## config.mk

```make
export PLATFORM = sky130hd
export DESIGN_NAME = fdr_ctrl
export DESIGN_NICKNAME = d
export VERILOG_FILES = /design/src/sv/fdr_pkg.sv /design/src/sv/fdr_ctrl.sv
export SDC_FILE = /design/constraint.sdc
export NUM_CORES = 1
export LEC_CHECK = 0
export BUFFER_PORTS_ARGS = -buffer_cell sky130_fd_sc_hd__buf_2
export CORE_MARGIN = 10
export CORE_UTILIZATION = 53
export CTS_BUF_LIST = sky130_fd_sc_hd__clkbuf_2 sky130_fd_sc_hd__clkbuf_4 sky130_fd_sc_hd__clkbuf_8
export CTS_CLUSTER_SIZE = 10
export DETAILED_ROUTE_END_ITERATION = 8
export PLACE_DENSITY_LB_ADDON = 0.3
export RECOVER_POWER = 50
export SYNTH_ARGS = -nofsm -noshare
export SYNTH_HDL_FRONTEND = slang
export SYNTH_SLANG_ARGS = --single-unit
```

## constraint.sdc

```tcl
create_clock -name clk -period 4.1 [get_ports clk]
set_clock_uncertainty 0.15 [all_clocks]
set_input_delay 0.205 -clock clk [delete_from_list [all_inputs] [get_ports clk]]
set_output_delay 0.205 -clock clk [all_outputs]
set_load 0.03 [all_outputs]
```

## src/sv/fdr_pkg.sv

```systemverilog
// ----------------------------------------------------------------------------
// fdr_pkg
// Shared constants, types and helper functions for the frame store refresh unit.
// ----------------------------------------------------------------------------
package fdr_pkg;

  localparam int SCREEN_WIDTH      = 128;
  localparam int SCREEN_HEIGHT     = 128;
  localparam int PIXELS_PER_RESULT = 4;

  localparam int PIX_W     = 16;
  localparam int COORD_W   = 9;
  localparam int OUT_ROW_W = 7;
  localparam int COL_W     = $clog2(SCREEN_WIDTH);
  localparam int ROW_W     = (SCREEN_HEIGHT > 1) ? $clog2(SCREEN_HEIGHT) : 1;
  localparam int FS_DEPTH  = SCREEN_WIDTH * SCREEN_HEIGHT;
  localparam int ADDR_W    = $clog2(FS_DEPTH);
  localparam int CNT_W     = $clog2(SCREEN_WIDTH + PIXELS_PER_RESULT + 1);
  localparam int SPAN_W    =
    $clog2(((SCREEN_WIDTH > SCREEN_HEIGHT) ? SCREEN_WIDTH : SCREEN_HEIGHT) + 1);
  localparam int SLOT_W    = (PIXELS_PER_RESULT > 1) ? $clog2(PIXELS_PER_RESULT) : 1;

  localparam logic [15:0] CRC_INIT = 16'hFFFF;
  localparam logic [15:0] CRC_POLY = 16'h1021;

  typedef enum logic [2:0] {
    ACT_PIXEL   = 3'd0,
    ACT_HLINE   = 3'd1,
    ACT_VLINE   = 3'd2,
    ACT_FILL    = 3'd3,
    ACT_READ    = 3'd4,
    ACT_REFRESH = 3'd5
  } action_t;

  typedef enum logic {
    KIND_READ = 1'b0,
    KIND_ROW  = 1'b1
  } kind_t;

  typedef enum logic [3:0] {
    ST_IDLE,
    ST_CLEAR,
    ST_LINE,
    ST_CRC_RD,
    ST_CRC_HI,
    ST_CRC_LO,
    ST_CRC_CMP,
    ST_EM_RD,
    ST_WAIT,
    ST_OUT
  } state_t;

  typedef struct packed {
    logic              we;
    logic [ADDR_W-1:0] waddr;
    logic [PIX_W-1:0]  wdata;
    logic              re;
    logic [ADDR_W-1:0] raddr;
  } fs_req_t;

  typedef struct packed {
    logic             we;
    logic [ROW_W-1:0] waddr;
    logic [15:0]      wdata;
    logic             re;
    logic [ROW_W-1:0] raddr;
  } cks_req_t;

  function automatic logic [15:0] crc_byte(input logic [15:0] crc_in, input logic [7:0] b);
    logic [15:0] c;
    c = crc_in ^ {b, 8'h00};
    for (int k = 0; k < 8; k++) begin
      if (c[15]) begin
        c = {c[14:0], 1'b0} ^ CRC_POLY;
      end else begin
        c = {c[14:0], 1'b0};
      end
    end
    return c;
  endfunction

  function automatic logic [ADDR_W-1:0] pix_addr(input logic [ROW_W-1:0] r,
                                                 input logic [COL_W-1:0] c);
    return ADDR_W'(r) * ADDR_W'(SCREEN_WIDTH) + ADDR_W'(c);
  endfunction

endpackage

```

## src/sv/fdr_ctrl.sv

```systemverilog
// ----------------------------------------------------------------------------
// fdr_ctrl
// Sequencer for drawing, fill, pixel read and row refresh over the frame store.
// ----------------------------------------------------------------------------
module fdr_ctrl (
  input  logic                           clk,
  input  logic                           rst,
  input  logic                           cfg_we,
  input  logic                           cfg_data,
  input  logic                           in_valid,
  output logic                           in_ready,
  input  logic [2:0]                     action,
  input  logic signed [fdr_pkg::COORD_W-1:0] col_start,
  input  logic signed [fdr_pkg::COORD_W-1:0] col_end,
  input  logic signed [fdr_pkg::COORD_W-1:0] row_start,
  input  logic signed [fdr_pkg::COORD_W-1:0] row_end,
  input  logic [fdr_pkg::PIX_W-1:0]      color,
  input  logic                           xor_mode,
  output logic                           out_valid,
  input  logic                           out_ready,
  output logic                           kind,
  output logic [fdr_pkg::OUT_ROW_W-1:0]  row,
  output logic [fdr_pkg::PIX_W-1:0]      pixel_a,
  output logic [fdr_pkg::PIX_W-1:0]      pixel_b,
  output logic [fdr_pkg::PIX_W-1:0]      pixel_c,
  output logic [fdr_pkg::PIX_W-1:0]      pixel_d,
  output logic                           last,
  output fdr_pkg::fs_req_t               fs_req,
  input  logic [fdr_pkg::PIX_W-1:0]      fs_rdata,
  output fdr_pkg::cks_req_t              cks_req,
  input  logic [15:0]                    cks_rdata
);

  localparam logic signed [9:0] W_LAST = 10'(fdr_pkg::SCREEN_WIDTH - 1);
  localparam logic signed [9:0] H_LAST = 10'(fdr_pkg::SCREEN_HEIGHT - 1);

  fdr_pkg::state_t state, state_next;

  logic                              partial_mode;
  logic [fdr_pkg::PIX_W-1:0]         color_r;
  logic                              xor_r;
  logic                              vert_r;
  logic [fdr_pkg::ROW_W-1:0]         row_r;
  logic [fdr_pkg::COL_W-1:0]         fix_col;
  logic [fdr_pkg::SPAN_W-1:0]        cur;
  logic [fdr_pkg::SPAN_W-1:0]        hi_r;
  logic                              pend_line;
  logic [fdr_pkg::ADDR_W-1:0]        pend_addr;
  logic [fdr_pkg::CNT_W-1:0]         col_r;
  logic [fdr_pkg::SLOT_W-1:0]        slot;
  logic [15:0]                       crc_r;
  logic [7:0]                        lo_byte;
  logic                              pend_v;
  logic [fdr_pkg::SLOT_W-1:0]        pend_slot;
  logic                              pend_zero;
  logic [fdr_pkg::PIX_W-1:0]         pix [4];
  logic                              res_kind;
  logic [fdr_pkg::OUT_ROW_W-1:0]     res_row;
  logic [fdr_pkg::ADDR_W-1:0]        clr_cnt;
  logic                              clr_cks;

  logic signed [9:0] c0, c1, r0, r1;
  logic signed [9:0] h_lo, h_hi, v_lo, v_hi, h_lo_c, h_hi_c, v_lo_c, v_hi_c;
  logic              c_on, r_on, h_draw, v_draw, in_fire, out_load;
  logic              line_issue, line_done, crc_end, em_last, em_zero;
  logic [fdr_pkg::CNT_W-1:0]  em_col;
  logic [fdr_pkg::ADDR_W-1:0] line_addr;
  logic [fdr_pkg::PIX_W-1:0]  line_wdata;

  // Coordinate decode and clipping.
  assign c0 = {col_start[8], col_start};
  assign c1 = {col_end[8], col_end};
  assign r0 = {row_start[8], row_start};
  assign r1 = {row_end[8], row_end};
  assign c_on = (c0 >= 10'sd0) && (c0 <= W_LAST);
  assign r_on = (r0 >= 10'sd0) && (r0 <= H_LAST);
  assign h_lo = (c0 < c1) ? c0 : c1;
  assign h_hi = (c0 < c1) ? c1 : c0;
  assign v_lo = (r0 < r1) ? r0 : r1;
  assign v_hi = (r0 < r1) ? r1 : r0;
  assign h_lo_c = (h_lo < 10'sd0) ? 10'sd0 : h_lo;
  assign h_hi_c = (h_hi > W_LAST) ? W_LAST : h_hi;
  assign v_lo_c = (v_lo < 10'sd0) ? 10'sd0 : v_lo;
  assign v_hi_c = (v_hi > H_LAST) ? H_LAST : v_hi;
  assign h_draw = r_on && (h_lo_c <= h_hi_c);
  assign v_draw = c_on && (v_lo_c <= v_hi_c);

  assign in_fire  = in_valid && in_ready;
  assign out_load = (state == fdr_pkg::ST_OUT) && (!out_valid || out_ready);

  assign line_issue = (cur <= hi_r);
  assign line_done  = !line_issue && !pend_line;
  assign line_addr  = vert_r ? fdr_pkg::pix_addr(fdr_pkg::ROW_W'(cur), fix_col)
                             : fdr_pkg::pix_addr(row_r, fdr_pkg::COL_W'(cur));
  assign line_wdata = (xor_r && (fs_rdata == color_r)) ? ~color_r : color_r;

  assign crc_end = (col_r == fdr_pkg::CNT_W'(fdr_pkg::SCREEN_WIDTH - 1));
  assign em_col  = col_r + fdr_pkg::CNT_W'(slot);
  assign em_zero = (em_col >= fdr_pkg::CNT_W'(fdr_pkg::SCREEN_WIDTH));
  assign em_last = ((col_r + fdr_pkg::CNT_W'(fdr_pkg::PIXELS_PER_RESULT))
                    >= fdr_pkg::CNT_W'(fdr_pkg::SCREEN_WIDTH));

  // Next state.
  always_comb begin
    state_next = state;
    case (state)
      fdr_pkg::ST_IDLE: begin
        if (in_fire) begin
          case (action)
            fdr_pkg::ACT_HLINE:   if (h_draw) state_next = fdr_pkg::ST_LINE;
            fdr_pkg::ACT_VLINE:   if (v_draw) state_next = fdr_pkg::ST_LINE;
            fdr_pkg::ACT_FILL:    state_next = fdr_pkg::ST_CLEAR;
            fdr_pkg::ACT_READ:    state_next = fdr_pkg::ST_WAIT;
            fdr_pkg::ACT_REFRESH: begin
              if (r_on) begin
                state_next = partial_mode ? fdr_pkg::ST_CRC_RD : fdr_pkg::ST_EM_RD;
              end
            end
            default: state_next = fdr_pkg::ST_IDLE;
          endcase
        end
      end
      fdr_pkg::ST_CLEAR: begin
        if (clr_cnt == fdr_pkg::ADDR_W'(fdr_pkg::FS_DEPTH - 1)) state_next = fdr_pkg::ST_IDLE;
      end
      fdr_pkg::ST_LINE:   if (line_done) state_next = fdr_pkg::ST_IDLE;
      fdr_pkg::ST_CRC_RD: state_next = fdr_pkg::ST_CRC_HI;
      fdr_pkg::ST_CRC_HI: state_next = fdr_pkg::ST_CRC_LO;
      fdr_pkg::ST_CRC_LO: state_next = crc_end ? fdr_pkg::ST_CRC_CMP : fdr_pkg::ST_CRC_HI;
      fdr_pkg::ST_CRC_CMP: begin
        state_next = (crc_r == cks_rdata) ? fdr_pkg::ST_IDLE : fdr_pkg::ST_EM_RD;
      end
      fdr_pkg::ST_EM_RD: begin
        if (slot == fdr_pkg::SLOT_W'(fdr_pkg::PIXELS_PER_RESULT - 1)) begin
          state_next = fdr_pkg::ST_WAIT;
        end
      end
      fdr_pkg::ST_WAIT: state_next = fdr_pkg::ST_OUT;
      fdr_pkg::ST_OUT: begin
        if (out_load) begin
          state_next = (res_kind && !em_last) ? fdr_pkg::ST_EM_RD : fdr_pkg::ST_IDLE;
        end
      end
      default: state_next = fdr_pkg::ST_IDLE;
    endcase
  end

  // Memory requests and handshake outputs.
  always_comb begin
    fs_req  = '0;
    cks_req = '0;
    in_ready = (state == fdr_pkg::ST_IDLE);
    case (state)
      fdr_pkg::ST_IDLE: begin
        if (in_fire && c_on && r_on) begin
          if (action == fdr_pkg::ACT_PIXEL) begin
            fs_req.we    = 1'b1;
            fs_req.waddr = fdr_pkg::pix_addr(fdr_pkg::ROW_W'(r0), fdr_pkg::COL_W'(c0));
            fs_req.wdata = color;
          end else if (action == fdr_pkg::ACT_READ) begin
            fs_req.re    = 1'b1;
            fs_req.raddr = fdr_pkg::pix_addr(fdr_pkg::ROW_W'(r0), fdr_pkg::COL_W'(c0));
          end
        end
      end
      fdr_pkg::ST_CLEAR: begin
        fs_req.we     = 1'b1;
        fs_req.waddr  = clr_cnt;
        fs_req.wdata  = color_r;
        cks_req.we    = clr_cks && (clr_cnt < fdr_pkg::ADDR_W'(fdr_pkg::SCREEN_HEIGHT));
        cks_req.waddr = clr_cnt[fdr_pkg::ROW_W-1:0];
        cks_req.wdata = '0;
      end
      fdr_pkg::ST_LINE: begin
        fs_req.re    = line_issue;
        fs_req.raddr = line_addr;
        fs_req.we    = pend_line;
        fs_req.waddr = pend_addr;
        fs_req.wdata = line_wdata;
      end
      fdr_pkg::ST_CRC_RD: begin
        fs_req.re     = 1'b1;
        fs_req.raddr  = fdr_pkg::pix_addr(row_r, '0);
        cks_req.re    = 1'b1;
        cks_req.raddr = row_r;
      end
      fdr_pkg::ST_CRC_LO: begin
        fs_req.re    = !crc_end;
        fs_req.raddr = fdr_pkg::pix_addr(row_r, fdr_pkg::COL_W'(col_r + 1'b1));
      end
      fdr_pkg::ST_CRC_CMP: begin
        cks_req.we    = (crc_r != cks_rdata);
        cks_req.waddr = row_r;
        cks_req.wdata = crc_r;
      end
      fdr_pkg::ST_EM_RD: begin
        fs_req.re    = !em_zero;
        fs_req.raddr = fdr_pkg::pix_addr(row_r, fdr_pkg::COL_W'(em_col));
      end
      default: begin
        fs_req  = '0;
        cks_req = '0;
      end
    endcase
  end

  always_ff @(posedge clk) begin
    if (rst) begin
      state        <= fdr_pkg::ST_CLEAR;
      partial_mode <= 1'b1;
      clr_cnt      <= '0;
      clr_cks      <= 1'b1;
      color_r      <= '0;
      pend_line    <= 1'b0;
      pend_v       <= 1'b0;
      out_valid    <= 1'b0;
    end else begin
      state <= state_next;
      if (cfg_we) partial_mode <= cfg_data;
      pend_v    <= 1'b0;
      pend_line <= 1'b0;

      if (out_load) begin
        out_valid <= 1'b1;
      end else if (out_ready) begin
        out_valid <= 1'b0;
      end

      case (state)
        fdr_pkg::ST_IDLE: begin
          if (in_fire) begin
            color_r  <= color;
            xor_r    <= xor_mode;
            vert_r   <= (action == fdr_pkg::ACT_VLINE);
            row_r    <= fdr_pkg::ROW_W'(r0);
            fix_col  <= fdr_pkg::COL_W'(c0);
            res_row  <= (action == fdr_pkg::ACT_READ && !(c_on && r_on)) ? '0 : r0[6:0];
            res_kind <= (action == fdr_pkg::ACT_REFRESH);
            col_r    <= '0;
            slot     <= '0;
            crc_r    <= fdr_pkg::CRC_INIT;
            clr_cnt  <= '0;
            clr_cks  <= 1'b0;
            for (int i = 0; i < 4; i++) pix[i] <= '0;
            if (action == fdr_pkg::ACT_VLINE) begin
              cur  <= fdr_pkg::SPAN_W'(v_lo_c);
              hi_r <= fdr_pkg::SPAN_W'(v_hi_c);
            end else begin
              cur  <= fdr_pkg::SPAN_W'(h_lo_c);
              hi_r <= fdr_pkg::SPAN_W'(h_hi_c);
            end
            if (action == fdr_pkg::ACT_READ && c_on && r_on) begin
              pend_v    <= 1'b1;
              pend_slot <= '0;
              pend_zero <= 1'b0;
            end
          end
        end
        fdr_pkg::ST_CLEAR: clr_cnt <= clr_cnt + 1'b1;
        fdr_pkg::ST_LINE: begin
          pend_line <= line_issue;
          pend_addr <= line_addr;
          if (line_issue) cur <= cur + 1'b1;
        end
        fdr_pkg::ST_CRC_HI: begin
          crc_r   <= fdr_pkg::crc_byte(crc_r, fs_rdata[15:8]);
          lo_byte <= fs_rdata[7:0];
        end
        fdr_pkg::ST_CRC_LO: begin
          crc_r <= fdr_pkg::crc_byte(crc_r, lo_byte);
          col_r <= crc_end ? '0 : col_r + 1'b1;
        end
        fdr_pkg::ST_EM_RD: begin
          pend_v    <= 1'b1;
          pend_slot <= slot;
          pend_zero <= em_zero;
          slot      <= slot + 1'b1;
        end
        fdr_pkg::ST_OUT: begin
          if (out_load) begin
            kind    <= res_kind;
            row     <= res_row;
            pixel_a <= pix[0];
            pixel_b <= pix[1];
            pixel_c <= pix[2];
            pixel_d <= pix[3];
            last    <= !res_kind || em_last;
            col_r   <= col_r + fdr_pkg::CNT_W'(fdr_pkg::PIXELS_PER_RESULT);
            slot    <= '0;
            for (int i = 0; i < 4; i++) pix[i] <= '0;
          end
        end
        default: begin
        end
      endcase

      // Read data lands in the cycle after the request.
      if (pend_v) begin
        pix[pend_slot] <= pend_zero ? '0 : fs_rdata;
      end
    end
  end

`ifndef NO_ASSERTIONS
  a_pend_after_read: assert property (@(posedge clk) disable iff (rst)
    pend_v |-> $past(fs_req.re) || $past(state == fdr_pkg::ST_EM_RD))
    else $error("pixel capture without a preceding read");
  a_out_hold: assert property (@(posedge clk) disable iff (rst)
    (state == fdr_pkg::ST_OUT && out_valid && !out_ready) |=> state == fdr_pkg::ST_OUT)
    else $error("result group left while output was stalled");
  a_line_write: assert property (@(posedge clk) disable iff (rst)
    (state == fdr_pkg::ST_LINE && fs_req.we) |-> pend_line)
    else $error("line write without pending read");
  a_read_last: assert property (@(posedge clk) disable iff (rst)
    (out_valid && kind == fdr_pkg::KIND_READ) |-> last)
    else $error("pixel read result not marked last");
`endif

endmodule

```

==> results.py <==
metrics = {
    "status": {
        "status": "finished with violations",
        "violations": "negative hold slack",
    },
    "die": {
        "start_util_pct": 53.5,
        "dieArea_um2": 33000,
        "fp-row-count": 59,
        "core_area_um2": 25800,
        "die_h_um": 182,
        "pin_count": 247,
        "die_width_um": 182,
    },
    "routing": {
        "routed_wirelength_um": 42600,
        "drt-initial-drc-count": 1420,
        "vias_per_cell": 5.94,
        "drt_first_pass_iters": 8,
        "post_drt_wl_per_cell_um": 21.9,
        "vias": 11500,
        "antenna_left": 0,
        "drc": 0,
    },
    "flow_run": {
        "drv_cap": 0,
    },
    "global_routing": {
        "grt_first_pass_wirelength_um": 65300,
        "top_usage_layer": "met2",
        "use_met1_pct": 31.1,
        "grt_use_total_pct": 24.8,
        "grt_pass1_vias": 11400,
        "use_met2_pct": 41.6,
        "overflow": 0,
        "grt_max_degree": 74,
        "globalRouteMet3Util_pct": 5.15,
        "antenna_found_initial": 0,
    },
    "synthesis": {
        "synthDistinctLibCells": 79,
        "yosysWarnings": 0,
        "synth-main-ff-cell": "edfxtp_1",
        "async_flop_share_pct": 0,
        "avgSynthCellArea_um2": 11.0,
        "syn_area_um2": 13800,
        "syn_inst": 1253,
        "synth-edff-count": 228,
        "syn_nets": 1397,
        "yosysSeqAreaShare_pct": 55.2,
        "ys_ff_latch": 267,
    },
    "worst_setup_path": {
        "ff2ff_path_depth": 9,
        "slowest_delay_ps": 610,
        "critPathLaunchType": "input port",
        "crit_chain": "dlygate4sd3_1 -> buf_2 -> ha_1 -> nand4_1 -> a31oi_1 -> a41o_1 -> or2_1 -> o31ai_1 -> ha_1 -> o21a_1 -> o22ai_1 -> a21oi_1 -> o21ai_0 -> and3_1 -> a31oi_1 -> a211oi_1",
        "cp-end-kind": "flip-flop",
        "criticalPathCategory": "input port to flip-flop",
        "slowest_stage": "o31ai_1",
        "critical_path_arrival_ps": 4240,
        "required_ps": 4410,
        "worstPathMaxFanout": 10,
    },
    "sta": {
        "final_max_slew_viol_count": 0,
        "period_share_pct": 96.0,
        "max_freq_mhz": 254,
        "setup_tns_ps": 0,
        "finalSetupViolations": 0,
        "grt_setup_unrepaired": "false",
        "fin_crit_ps": 3930,
        "tightest_slew_ps": 1430,
        "whs_ps": -3.21,
        "slew_headroom_pct": 4.50,
        "hold_viol": 1,
    },
    "cts": {
        "clock-sinks": 267,
        "clkTransAtPathRegs_ps": 60,
        "clockBufferDepth": 3,
        "numCtsBuffers": 42,
        "cts_tree": "done",
        "clock_latency_ps": 560,
        "htreeDepth": 2,
        "cts-root-buf": "clkbuf_8",
    },
    "layout": {
        "syn2layout_area_growth_pct": 22.0,
        "layout.cells.non_filler": 1941,
        "drive_above_1_share_pct": 17.6,
        "nets": 1716,
        "diodes": 0,
    },
    "pwr": {
        "ir_drop_v": 0.000326,
        "p_leak_uw": 0.00666,
        "power_density_nw_per_um2": 352,
    },
    "placement": {
        "numPortBuffers": 246,
        "place.gp.congestion": 0.975,
        "placed_cells": 1812,
        "hpwl_um": 31200,
    },
    "hold_path": {
        "hp-class": "input port to flip-flop",
        "hold_depth": 3,
    },
}
## sequential cells by signal, summed over array words and instances, names as in the netlist, 16 cells and up
signal   flops
pixel_a     16
pixel_d     16
pix         64
pixel_c     16
crc_r       16
color_r     16
pixel_b     16
## area by class of cell
class | count | area, µm²
clock buffers | 60 | 744
clock inverters | 18 | 200
fillers | 2004 | 8970
inverters | 47 | 176
multi-input cells | 876 | 5820
flip-flops and latches | 267 | 7630
well taps | 335 | 419
repair buffers | 338 | 1880
## cells in the final DEF (no fill, tap or decap), types with 7 or more instances in the layout
cell           synthesis  routed
xnor2_1               63      63
nor4b_1                8       7
o31ai_1               16      13
inv_1                 44      44
a22o_1                 7       7
nor3_1                16      16
clkbuf_4               0      13
clkbuf_1              49     107
edfxtp_1             228     228
buf_2                  8     152
mux2_1                 4      14
a222oi_1              14      14
nand2b_1              27      27
ha_1                  49      49
clkbuf_8               0      47
dfxtp_1               39      39
a22oi_1               15      15
and3_1                13      12
buf_4                  0      27
a221o_1               20      20
nand2_1              121     121
nor2_1               157     156
nand3_1               15      15
a31o_1                 7       7
and2_1                32      27
a21oi_1               62      62
xor2_1                31      31
mux2i_1               23      23
dlygate4sd3_1          0      51
nor2b_1               17      17
nor4_1                10      10
clkinv_1               2      11
nand4_1               16      16
a31oi_1                8       8
o21ai_0               28      28
## report_power, final
group	internal, µW	switching [µW]
Sequential	2920	6.71
Combinational	220	303
Clock	1440	1050
Total	4580	1360
## Yosys cell counts (6+ instances only)
master / number / share of area, %
a21oi_1: 62 / 2.2
a221o_1: 20 / 1.4
a222oi_1: 14 / 1.0
a22o_1: 7 / 0.44
a22oi_1: 15 / 0.81
a31o_1: 7 / 0.44
a31o_2: 6 / 0.38
a31oi_1: 8 / 0.36
and2_1: 32 / 1.4
and3_1: 13 / 0.59
buf_2: 8 / 0.29
clkbuf_1: 49 / 1.3
dfxtp_1: 39 / 5.6
edfxtp_1: 228 / 50
ha_1: 49 / 4.4
inv_1: 44 / 1.2
mux2_2: 14 / 1.1
mux2i_1: 23 / 1.7
nand2_1: 121 / 3.3
nand2b_1: 27 / 1.2
nand3_1: 15 / 0.54
nand4_1: 16 / 0.72
nor2_1: 157 / 4.3
nor2b_1: 17 / 0.77
nor3_1: 16 / 0.58
nor3b_1: 6 / 0.33
nor4_1: 10 / 0.45
nor4b_1: 8 / 0.51
o21ai_0: 28 / 1.0
o31ai_1: 16 / 0.87
xnor2_1: 63 / 4.0
xor2_1: 31 / 2.0
## kinds of logic after synthesis
| kind of cell | synth area share (%) |
|---|---|
| XOR/XNOR | 5.95 |
| multiplexers | 3.24 |
| flip-flops | 55.2 |
| buffers and inverters | 3.11 |
| AO/OA/AOI/OAI | 11.6 |
| AND/OR/NAND/NOR | 16.4 |
| adder cells (fa/ha/maj) | 4.58 |
## repair_timing
action,4_1_cts,5_1_grt
hold buffers,51,0
endpoints found under the setup margin,0,2
hold endpoints to repair,76,0
setup buffers,0,0
gates resized for setup,0,5
## worst max-delay path, delay by kind of cell
| kind | cells | cell delay, ps |
|---|---|---|
| AOI/OAI and AO/OA | 9 | 1850 |
| buffers and inverters | 2 | 710 |
| adders and majority gates | 2 | 730 |
| and+or+nand+nor | 3 | 730 |
## through the flow
stage | util, % | total power, µW | setup WS (ps) | area [µm²]
finish | 65.3 | 5940 | 166 | 16900
global route | 65.3 | 6130 | 17.8 | 16900
CTS | 65.8 | 5950 | 202 | 17000
detailed placement | 60.2 | 3460 | 168 | 15600
global placement | 60.2 | 3450 | 260 | 15600
floorplan | - | 3260 | 387 | 13800
## per-layer routing
metal / routed length [µm] / vias to the layer above
li1: - / 5237
met1: 16500 / 5553
met2: 20700 / 629
met3: 3840 / 110
met4: 1480 / 0
met5: 0 / -
## final timing paths
check | startpoint | endpoint | slack, ps
worst min register to register | pix[0][7] | pixel_a[7] | 270
worst min-delay path | col_end[4] | hi_r[4] | -3
worst max register to register | state[2] | clr_cnt[8] | 670
worst max-delay path | row_start[6] | state[1] | 170
(Power assumes the default switching activity.)
